<file path="src/design/if3_pkg.sv">
`timescale 1ns / 1ps
package if3_pkg;

  localparam int MAX_WIDTH = 2048;
  localparam int COL_W     = $clog2(MAX_WIDTH);
  localparam int ROW_W     = 17;
  localparam int LANES     = 3;
  localparam int TAPS      = 9;
  localparam int SUM_W     = 13;
  localparam int PIX_W     = 32;

  typedef enum logic [2:0] {
    REG_FRAME_WIDTH   = 3'd0,
    REG_FRAME_HEIGHT  = 3'd1,
    REG_CHANNEL_COUNT = 3'd2,
    REG_KERNEL_KIND   = 3'd3,
    REG_EDGE_MODE     = 3'd4
  } reg_index_t;

  typedef enum logic [2:0] {
    KIND_IDENTITY = 3'd0,
    KIND_BOX      = 3'd1,
    KIND_SHARPEN  = 3'd2,
    KIND_SOBEL_X  = 3'd3,
    KIND_SOBEL_Y  = 3'd4,
    KIND_LAPLACE  = 3'd5
  } kind_t;

  typedef enum logic {
    OP_PIXEL = 1'b0,
    OP_FLUSH = 1'b1
  } opcode_t;

  typedef struct packed {
    logic top;
    logic bottom;
    logic left;
    logic right;
  } border_t;

  typedef struct packed {
    logic    due;
    logic    last;
    border_t border;
  } item_ctl_t;

  localparam logic signed [3:0] W_SHARPEN [TAPS] =
    '{4'sd0, -4'sd1, 4'sd0, -4'sd1, 4'sd5, -4'sd1, 4'sd0, -4'sd1, 4'sd0};
  localparam logic signed [3:0] W_SOBEL_X [TAPS] =
    '{-4'sd1, 4'sd0, 4'sd1, -4'sd2, 4'sd0, 4'sd2, -4'sd1, 4'sd0, 4'sd1};
  localparam logic signed [3:0] W_SOBEL_Y [TAPS] =
    '{-4'sd1, -4'sd2, -4'sd1, 4'sd0, 4'sd0, 4'sd0, 4'sd1, 4'sd2, 4'sd1};
  localparam logic signed [3:0] W_LAPLACE [TAPS] =
    '{4'sd0, 4'sd1, 4'sd0, 4'sd1, -4'sd4, 4'sd1, 4'sd0, 4'sd1, 4'sd0};

  function automatic logic signed [3:0] weight(kind_t kind, int idx);
    logic signed [3:0] w;
    case (kind)
      KIND_BOX:     w = 4'sd1;
      KIND_SHARPEN: w = W_SHARPEN[idx];
      KIND_SOBEL_X: w = W_SOBEL_X[idx];
      KIND_SOBEL_Y: w = W_SOBEL_Y[idx];
      KIND_LAPLACE: w = W_LAPLACE[idx];
      default:      w = (idx == 4) ? 4'sd1 : 4'sd0;
    endcase
    return w;
  endfunction

endpackage

</file>
<file path="src/design/if3_lane.sv">
`timescale 1ns / 1ps
module if3_lane (
  input  logic                clk,
  input  logic                en,
  input  logic [71:0]         taps,
  input  if3_pkg::border_t    border,
  input  if3_pkg::kind_t      kind,
  input  logic                edge_mode,
  output logic [7:0]          result
);

  logic signed [if3_pkg::SUM_W-1:0] sum;
  logic signed [if3_pkg::SUM_W-1:0] sum_q;
  logic                             box_q;
  logic [23:0]                      prod;
  logic signed [if3_pkg::SUM_W-1:0] val;

  always_comb begin
    int  rr;
    int  cc;
    logic outside;
    logic [7:0] pix;
    sum = '0;
    for (int r = 0; r < 3; r++) begin
      for (int c = 0; c < 3; c++) begin
        rr = ((r == 0 && border.top) || (r == 2 && border.bottom)) ? 1 : r;
        cc = ((c == 0 && border.left) || (c == 2 && border.right)) ? 1 : c;
        outside = (rr != r) || (cc != c);
        pix = taps[8*(rr*3+cc) +: 8];
        if (!outside || edge_mode) begin
          sum = sum + ($signed({5'b0, pix}) *
                       if3_pkg::SUM_W'(if3_pkg::weight(kind, r*3+c)));
        end
      end
    end
  end

  always_ff @(posedge clk) begin
    if (en) begin
      sum_q <= sum;
      box_q <= kind == if3_pkg::KIND_BOX;
    end
  end

  // floor(s/9) as s*3641>>15, exact for box sums up to 9*255
  always_comb begin
    prod = sum_q[11:0] * 12'd3641;
    val  = box_q ? $signed({4'b0, prod[23:15]}) : sum_q;
    if (val < 0) begin
      result = 8'd0;
    end else if (val > 255) begin
      result = 8'd255;
    end else begin
      result = val[7:0];
    end
  end

endmodule

</file>
<file path="config.mk">
export PLATFORM = sky130hd
export DESIGN_NAME = if3_lane
export DESIGN_NICKNAME = d
export VERILOG_FILES = /design/src/design/if3_pkg.sv /design/src/design/if3_lane.sv
export SDC_FILE = /design/constraint.sdc
export NUM_CORES = 1
export LEC_CHECK = 0
export BUFFER_PORTS_ARGS = -buffer_cell sky130_fd_sc_hd__buf_2
export CAP_MARGIN = 25
export CORE_UTILIZATION = 40
export DETAILED_ROUTE_END_ITERATION = 6
export SLEW_MARGIN = 20
export SYNTH_ARGS = -nofsm -noshare
export SYNTH_HDL_FRONTEND = slang
export SYNTH_SLANG_ARGS = --single-unit
export TNS_END_PERCENT = 5
</file>
<file path="constraint.sdc">
create_clock -name clk -period 22.3 [get_ports clk]
set_input_delay 2.23 -clock clk [delete_from_list [all_inputs] [get_ports clk]]
set_output_delay 2.23 -clock clk [all_outputs]
set_load 0.02 [all_outputs]
</file>
==> summary.md <==
| Metric | Value |
|---|---|
| Outcome | finished with violations |
| Failing checks | setup timing |
| CP Launch Point | border[1] |
| Max cap viols | 0 |
| IO Count | 90 |
| Worst slew margin | 26.0% |
| Antenna viol nets, final | 0 |
| RSZ-0062 raised after global routing | true |
| CTS tree | yes |
| Initial Util | 41.0% |
| CTS Sinks | 14 |
| Met2 wire len | ~24,000 um |
| Setup CP Type | in -> reg |
| Crit Path Max Fanout | 8 |
| Arrival time at the worst endpoint | 22,560 ps |
| RePlAce Congestion | slightly above 0.9 |
| Hold Path Class | in -> reg |
| Max Clock Freq | about 44 MHz |
| Vias | between 10,000 and 15,000 |
| Final setup vio count | 6 |
| Die width | 208 um |
| Async set-reset flop share out of synthesis | 0% |
| Commonest non-fill, non-tap cell in the layout | inv_1 |
| Die H | 208 um |
| Buf+Inv Stages, Crit Path | 11 |
| Cell taking the most area after synthesis | fa_1 |
| Port buffer count | 89 |
| Placement-stage cell area | between 15,000 and 20,000 um^2 |
| Filler cells | 3,897 |
| Slew @ Worst Pin | 1110 ps |
| Fin. Hold Viols | 0 |
| Drt drc | 0 |
| Flops & latches, synth | 14 |
| Detailed placement HPWL | 44,400 um |
| Grt total ovfl | 0 |
| Drt initial violations | 901 |
| Area Overhead vs Synth | 18.2% |
| CP max stage cell | fa_2 |
| Clock slew at reported path FFs | 40 ps |
| First-pass GRT wire length | 81,000 um |
| Most used DFF post-synth | edfxtp_1 |
| Required time worst endpoint | approximately 22,000 ps |
| # hold bufs at CTS | 0 |
| Mapped cell area | 16,900 um^2 |
| Largest net degree at the start of global routing | 26 |
| Top delay family on crit path | adder cells |
| Minimum clock period | 22,570 ps |
| Synth top area share | 23.1% |
| Layout cells sized above 1 | 24.4% |
| Die area | 43,100 um^2 |
| Post-synth EDFFs | 14 |
| Number of global-route vias before repair | 15,128 |
| Sequential share of the synthesized area | between 2 and 2.5% |
| Setup WS post-layout | -271 ps |
| Net count, final | roughly 2,800 |
| Initial antenna violation count | 5 |
| Slowest stage delay, CP | roughly 600 ps |
| Core Region | 41,200 um^2 |
| Syn_area_per_cell | 8.81 um^2 |
| H-tree levels | 1 |
| Total GRT Usage | 23.9% |
| Synth area leaders | fa_1, ha_1, mux4_2, inv_1, xnor2_1 |
| Drt first pass iters | 5 |
| YS warnings | 0 |
| WL met3 | 3250 um |
| Syn nets | between 2,000 and 3,000 |
| Root buf cell | clkbuf_16 |
| Hold path cells | 1 |
| Met1 wire length | 22,100 um |
| Startpoint class of the critical path | primary input |
| Crit. End Element | flop |
| Most common cell on crit path | fa_1 |
| Count of different cell masters after synthesis | 59 |
| Uppermost routed layer | met5 |
| Floorplan row count | between 70 and 80 |
| Fin crit share | 101% |
| Drt via density | 5.33 |
| Cell count after synthesis | 1,918 |
| Min-Delay Startpoint | en |
| Routed length per placed instance | 18.9 um |
| Post-route cell area | between 15,000 and 20,000 um^2 |
| Clk buf depth | 2 |
| Most frequent cells in the layout | inv_1, ha_1, buf_4, fa_1, nor2_1 |
| WHS Endpoint | sum_q[9] |
| Clock buffer count from CTS | 3 |
| Max Slew Vio Count | 0 |
| Routed Wire Length | 50,900 um |
Yosys cell counts (all sizes together) (2+ instances only):
cell type  instances
mux2i             60
nor2             171
edfxtp            14
nand2b            38
nand2            147
o21a              10
a22oi              6
mux4              64
inv              351
nor2b              6
a41oi              3
xor2              27
a31oi              6
o41ai              8
ha               311
nor3              23
a211oi             6
or3                8
xnor2             76
nand3b             4
and2              30
o221a              3
a21o              26
o31ai              3
mux2              44
a22o               3
nor4               5
nand4              5
o211ai             4
o2111ai            2
clkbuf            51
o21ai             54
or2               16
a21oi             78
a31o               2
buf               16
o21bai            15
nand3             15
fa               195
worst max path at each step:
stage                           end  cells after the start
after global placement    sum_q[12]                     87
after global routing       sum_q[9]                     65
after CTS                 sum_q[11]                     70
after detailed placement  sum_q[11]                     87
final                      sum_q[9]                     65
after floorplan           sum_q[11]                     71
flip-flops by register name (all words and copies together) (netlist names):
| name | cells |
|---|---|
| sum_q | 13 |
| box_q | 1 |
repair_timing:
action                                  CTS  global route
buffers inserted                          6            15
pin swaps                                33            66
endpoints found under the setup margin    7            10
resized for setup                        20            76
cells by family after synthesis:
family | share of synthesized area (%)
compound gates | 8.86
xor+xnor | 5.47
fa+ha+maj | 46.1
buf+inv | 9.30
flops | 2.49
mux | 15.0
simple gates | 12.7
per-stage QoR:
stage               utilization [%]  hold slack (ps)  setup TNS, ps  std cells  setup slack (ps)
floorplan                         -             2340              0       1918              13.8
global placement               46.8             2640          -3090       2671              -573
detailed placement             46.9             2640          -5190       2672              -847
CTS                            47.3             2390          -1700       2682              -364
global route                   48.5             2410          -6040       2696              -916
finish                         48.5             2390          -1060       2698              -271
routing by layer:
layer	vias to the layer above	global-route usage (%)
met5	-	0
met4	8	5.51
met3	71	2.77
met2	436	41.4
met1	7013	31.8
li1	6861	-
final cells by class:
cell class,count,area [um^2],area share (%)
multi-input combinational,1486,15300,76.8
clock inverter,1,3.75,0.0188
antenna,2,5.00,0.0251
tap,532,666,3.33
inverter,351,1330,6.64
sequential,14,420,2.10
clock buffer,3,75.1,0.376
timing repair buffer,309,2140,10.7
Power is left out: the tool's default activity adds up to more than one toggle a clock period on the data nets, which glitch-free logic cannot reach.
