===== src/design/if3_pkg.sv =====
`timescale 1ns / 1ps
package if3_pkg;

  localparam int MAX_WIDTH = 2048;
  localparam int COL_W     = $clog2(MAX_WIDTH);
  localparam int ROW_W     = 17;
  localparam int LANES     = 3;
  localparam int TAPS      = 9;
  localparam int SUM_W     = 13;
  localparam int PIX_W     = 32;

  typedef enum logic [2:0] {
    REG_FRAME_WIDTH   = 3'd0,
    REG_FRAME_HEIGHT  = 3'd1,
    REG_CHANNEL_COUNT = 3'd2,
    REG_KERNEL_KIND   = 3'd3,
    REG_EDGE_MODE     = 3'd4
  } reg_index_t;

  typedef enum logic [2:0] {
    KIND_IDENTITY = 3'd0,
    KIND_BOX      = 3'd1,
    KIND_SHARPEN  = 3'd2,
    KIND_SOBEL_X  = 3'd3,
    KIND_SOBEL_Y  = 3'd4,
    KIND_LAPLACE  = 3'd5
  } kind_t;

  typedef enum logic {
    OP_PIXEL = 1'b0,
    OP_FLUSH = 1'b1
  } opcode_t;

  typedef struct packed {
    logic top;
    logic bottom;
    logic left;
    logic right;
  } border_t;

  typedef struct packed {
    logic    due;
    logic    last;
    border_t border;
  } item_ctl_t;

  localparam logic signed [3:0] W_SHARPEN [TAPS] =
    '{4'sd0, -4'sd1, 4'sd0, -4'sd1, 4'sd5, -4'sd1, 4'sd0, -4'sd1, 4'sd0};
  localparam logic signed [3:0] W_SOBEL_X [TAPS] =
    '{-4'sd1, 4'sd0, 4'sd1, -4'sd2, 4'sd0, 4'sd2, -4'sd1, 4'sd0, 4'sd1};
  localparam logic signed [3:0] W_SOBEL_Y [TAPS] =
    '{-4'sd1, -4'sd2, -4'sd1, 4'sd0, 4'sd0, 4'sd0, 4'sd1, 4'sd2, 4'sd1};
  localparam logic signed [3:0] W_LAPLACE [TAPS] =
    '{4'sd0, 4'sd1, 4'sd0, 4'sd1, -4'sd4, 4'sd1, 4'sd0, 4'sd1, 4'sd0};

  function automatic logic signed [3:0] weight(kind_t kind, int idx);
    logic signed [3:0] w;
    case (kind)
      KIND_BOX:     w = 4'sd1;
      KIND_SHARPEN: w = W_SHARPEN[idx];
      KIND_SOBEL_X: w = W_SOBEL_X[idx];
      KIND_SOBEL_Y: w = W_SOBEL_Y[idx];
      KIND_LAPLACE: w = W_LAPLACE[idx];
      default:      w = (idx == 4) ? 4'sd1 : 4'sd0;
    endcase
    return w;
  endfunction

endpackage


===== src/design/if3_ctrl.sv =====
`timescale 1ns / 1ps
module if3_ctrl (
  input  logic                     clk,
  input  logic                     rst,
  input  logic                     accept,
  input  logic                     opcode,
  input  logic [11:0]              width,
  input  logic [15:0]              height,
  output logic                     push,
  output logic [if3_pkg::COL_W-1:0] col,
  output if3_pkg::item_ctl_t       ctl
);

  logic [if3_pkg::COL_W-1:0] in_column, in_column_next;
  logic [if3_pkg::ROW_W-1:0] in_row, in_row_next;
  logic [if3_pkg::COL_W-1:0] out_column, out_column_next;
  logic [15:0]               out_row, out_row_next;

  logic                      complete;
  logic [if3_pkg::COL_W:0]   in_col_inc;
  logic [if3_pkg::COL_W:0]   out_col_inc;
  logic [16:0]               out_row_inc;

  always_comb begin
    complete    = in_row >= {1'b0, height};
    push        = accept && ((opcode == if3_pkg::OP_FLUSH) ? complete : !complete);
    in_col_inc  = {1'b0, in_column} + 1'b1;
    out_col_inc = {1'b0, out_column} + 1'b1;
    out_row_inc = {1'b0, out_row} + 1'b1;

    ctl.due           = (in_row >= 2) || (in_row == 1 && in_column != '0);
    ctl.border.top    = out_row == '0;
    ctl.border.bottom = out_row_inc >= {1'b0, height};
    ctl.border.left   = out_column == '0;
    ctl.border.right  = out_col_inc >= width;
    ctl.last          = ctl.border.right && ctl.border.bottom;
    col               = in_column;

    in_column_next  = in_column;
    in_row_next     = in_row;
    out_column_next = out_column;
    out_row_next    = out_row;
    if (push) begin
      if (in_col_inc >= width) begin
        in_column_next = '0;
        in_row_next    = in_row + 1'b1;
      end else begin
        in_column_next = in_col_inc[if3_pkg::COL_W-1:0];
      end
      if (ctl.due) begin
        if (ctl.last) begin
          in_column_next  = '0;
          in_row_next     = '0;
          out_column_next = '0;
          out_row_next    = '0;
        end else if (out_col_inc >= width) begin
          out_column_next = '0;
          out_row_next    = out_row_inc[15:0];
        end else begin
          out_column_next = out_col_inc[if3_pkg::COL_W-1:0];
        end
      end
    end
  end

  always_ff @(posedge clk) begin
    if (rst) begin
      in_column  <= '0;
      in_row     <= '0;
      out_column <= '0;
      out_row    <= '0;
    end else begin
      in_column  <= in_column_next;
      in_row     <= in_row_next;
      out_column <= out_column_next;
      out_row    <= out_row_next;
    end
  end

`ifndef SYNTHESIS
  a_last_restarts: assert property (@(posedge clk) disable iff (rst)
    push && ctl.due && ctl.last |=> in_column == '0 && in_row == '0 && out_row == '0)
    else $error("frame end did not clear positions");
  a_push_needs_accept: assert property (@(posedge clk) disable iff (rst)
    push |-> accept)
    else $error("item pushed without a transfer");
  a_no_emit_holds_out: assert property (@(posedge clk) disable iff (rst)
    !(push && ctl.due) |=> $stable(out_row) && $stable(out_column))
    else $error("output position moved without an output");
`endif

endmodule


===== config.mk =====
export PLATFORM = sky130hd
export DESIGN_NAME = if3_ctrl
export DESIGN_NICKNAME = d
export VERILOG_FILES = /design/src/design/if3_pkg.sv /design/src/design/if3_ctrl.sv
export SDC_FILE = /design/constraint.sdc
export NUM_CORES = 1
export LEC_CHECK = 0
export ABC_AREA = 1
export BUFFER_PORTS_ARGS = -buffer_cell sky130_fd_sc_hd__buf_4
export CAP_MARGIN = 25
export CORE_MARGIN = 2
export CORE_UTILIZATION = 35
export DETAILED_ROUTE_END_ITERATION = 8
export PLACE_DENSITY = 0.58
export SLEW_MARGIN = 20
export SYNTH_ARGS = -nofsm -noshare
export SYNTH_HDL_FRONTEND = slang
export SYNTH_SLANG_ARGS = --single-unit

===== constraint.sdc =====
create_clock -name clk -period 3.6 [get_ports clk]
set_clock_uncertainty 0.15 [all_clocks]
set_input_delay 0.18 -clock clk [delete_from_list [all_inputs] [get_ports clk]]
set_output_delay 0.18 -clock clk [all_outputs]
set_load 0.03 [all_outputs]

==> results by group <==
Outcome
  – Status: finished, final reports clean

STA
  – Actual slew at the worst max-slew pin: between 0.4 and 0.5 ns
  – Max-slew violation count: 0
  – Unrepaired setup endpoints after global routing: yes
  – Crit path time final: 3.465 ns
  – Final setup vio count: 0
  – Worst slew margin: between 70% and 80%
  – Peak Freq: 0.2886 GHz
  – Period utilisation layout: a little over nine tenths
  – Final worst slack: 0.1349 ns
  – Final hold violations: 0

Synthesis
  – Syn_area_per_cell: 6.506 sq um
  – Cell variety after synth: 39
  – Yosys reg bits: between 50 and 60
  – Post-synth EDFFs: 0
  – Post-Syn Area: a little over 5000 sq um
  – Synth warn: 0
  – Register area share after synthesis: around 22%
  – Async S/R FF share, synth: 0%
  – Mapped Nets: between 800 and 900
  – Post-synth top flop: dfxtp_1
  – Syn Inst Count: 782

Worst setup path
  – Cell chain of the critical path: ha_4, nand2_4, nor2_4, nand4_1, nor4_4, nand2_1, xnor2_2, ha_1, nand4_1, nor4_1, nand2_1, nand3_4, nand2_2, inv_2, buf_6
  – CP bufs+invs: 2
  – Worst Setup Start Kind: flip-flop
  – R2r worst-path depth: 18
  – Setup CP Type: flip-flop to output pin
  – Worst-path maximum fanout: 5
  – FF-to-FF Start: out_row[0]$_SDFFE_PP0P_
  – Data required, critical path: 3.27 ns
  – Critical path's slowest cell: dfxtp_4
  – Slowest stage delay, CP: 0.39 ns
  – Worst setup path startpoint: out_row[0]$_SDFFE_PP0P_
  – Arr. time, crit path: ~3.1 ns
  – CP delay by family, top: simple AND/OR/NAND/NOR gates
  – Reg-to-Reg End: in_row[2]$_SDFFE_PP0N_
  – R2r setup slk: between 0.2 and 0.3 ns
  – Setup crit end kind: output pin

Clock network
  – Root buffer cell: clkbuf_16
  – Worst-path clk slew: about 0.070 ns
  – Worst-skew pair later-pin latency: roughly 0.31 ns
  – Clock Tree Buf Depth: 2
  – CTS Buf Count: 5
  – TritonCTS clock tree: built
  – Clk sinks: 55
  – # H-tree levels: 2

Worst hold path
  – Hold path cells: 2
  – HP Start: rst
  – Worst Hold End: col[1]$_SDFFE_PP0N_
  – Hold Crit Class: input port to flip-flop

Finish
  – Final #Nets: around 930
  – Design area: ~6000 sq um
  – Final std cells w/o fill: around 1,000
  – Area grow syn2layout: 18.13%
  – # diodes: 0
  – Most frequent cells in the layout: nand2_1, inv_1, nor2_1
  – Commonest non-fill, non-tap cell in the layout: nand2_1
  – Share of layout cells above drive strength 1: 17.78%

Drt
  – Post-DR vias/cell: around 4.7
  – Starting DRC count in detailed routing: about 290
  – DR top layer: met4
  – Met1 wire length: 6.685 mm
  – Wirelength per Cell: between 10 and 15 um
  – Residual DRC: 0
  – Met2 Routed Length: 6.065 mm
  – Routed Antenna Nets: 0
  – Met3 routed WL: about 310 um
  – WL final: about 13 mm
  – DRT Pass-1 Iters: 5
  – Routed vias: approximately 4,800

GRT
  – Gr usage total: 17.24%
  – First-pass GRT wire length: 22.09 mm
  – Pin count of the biggest net entering global routing: 20
  – Initial antenna violation count: 0
  – Grt total ovfl: 0
  – Vias in the first global route: around 4,500

Die
  – Overall die width: approximately 120 um
  – Die ar.: 15,520 sq um
  – Top-level I/O count: 50
  – Core Region: between 10,000 and 15,000 sq um
  – Site Rows: between 40 and 50
  – Die Ht: 124.6 um
  – Initial Util: between 30% and 40%

Placement
  – Port Buf Inserts: 49
  – Placer's final routability congestion estimate: about 0.85
  – Detailed Place HPWL: about 10 mm
  – Placed cell areas: 5658 sq um
  – Placed insts: 1,008
  – Pre-CTS setup slack: around 0.16 ns

Pwr
  – VDD IR-drop max: between 0.15 and 0.2 mV
  – Leak: approximately 3 nW
  – PD cells: 214.1 nW/um^2

Job
  – Max Cap Viol: 0
## through the flow
stage / setup TNS [ns] / total power [mW] / hold WS [ns] / utilization (%)
floorplan: 0 / 0.7078 / 0.2949 / -
global placement: 0 / 0.7637 / 0.3292 / 39.38
detailed placement: 0 / 0.7642 / 0.3310 / 39.38
CTS: 0 / 1.298 / 0.03834 / 40.53
global route: -0.1360 / 1.344 / 0.04063 / 41.82
finish: 0 / 1.287 / 0.04209 / 41.82
## cell families after synthesis
| family | Yosys count | share of synthesized area, % |
|---|---|---|
| DFF | 55 | 21.64 |
| adders and majority gates | 65 | 15.99 |
| xor gates and xnor gates | 23 | 3.960 |
| AOI/OAI and AO/OA | 94 | 10.58 |
| and+or+nand+nor | 386 | 35.19 |
| buffers and inverters | 159 | 12.64 |
## timing repair
item / in CTS / in global routing
resized for setup: 2 / 33
hold buffers: 0 / 0
buffers inserted: 0 / 6
setup endpoints to repair: 2 / 46
pin swaps: 0 / 14
## area by class of cell
class	instances	area, sq um
Tap cell	184	230.2
Sequential cell	55	1115
Multi-Input combinational cell	568	3468
Clock buffer	8	156.4
Fill cell	1514	8359
Inverter	140	525.5
Timing Repair Buffer	67	514.2
## synth_stat cells (5+ instances only)
cell type  count  area [sq um]
buf_2          7         35.03
ha_1          65         813.3
dfxtp_1       55          1101
inv_1        137         514.2
clkbuf_1       6         22.52
o21ai_2       11         96.34
xor2_1        18         157.7
nand4_1       20         125.1
nand3_2        9         90.09
o21ai_0       31         155.2
xnor2_1        5         43.79
a21oi_1       41         205.2
nor2_2        16         100.1
nand3_1       37         185.2
nand2_1      180         675.7
nor2_1        80         300.3
nor4_1         8         50.05
nor3_1        19         95.09
## worst reg2reg max path, cell delays in order (launching register included)
cell and delay [ns]:
dfxtp_4 0.39, ha_4 0.15, nand2_4 0.06, nor2_4 0.13, nand4_1 0.20, nor4_4 0.30, nand2_1 0.13, xnor2_2 0.15
ha_1 0.33, nand4_1 0.11, nor4_1 0.29, nand2_1 0.18, nand3_4 0.15, nand2_2 0.07, inv_2 0.07, buf_4 0.11
nand2_4 0.09, nand2_4 0.14, nor2_1 0.06
## registers in the layout, indices dropped and copies added, names as in the netlist
name	cells
in_row	17
col	11
out_column	11
out_row	16
## where the power goes
group          total (mW)  internal, mW  switching, mW
clock network       0.537         0.298          0.239
registers           0.610         0.608        0.00200
logic               0.140        0.0565         0.0834
total                1.29         0.962          0.325
## metal layers
metal  global-route usage (%)  up-vias
met1                    23.94     2155
met3                    2.577       12
li1                         -     2592
met2                    27.80       64
met5                        0        -
met4                    4.759        0
## worst max path at each step
stage / to / cells past startpoint / slack, ns
CTS: ctl[4] / 16 / 0.008
finish: ctl[4] / 15 / 0.13
floorplan: in_row[10]$_SDFFE_PP0N_ / 19 / 0.30
detailed placement: in_row[2]$_SDFFE_PP0N_ / 19 / 0.16
global placement: in_row[10]$_SDFFE_PP0N_ / 19 / 0.28
global route: ctl[4] / 18 / -0.07
(Power assumes the default switching activity.)
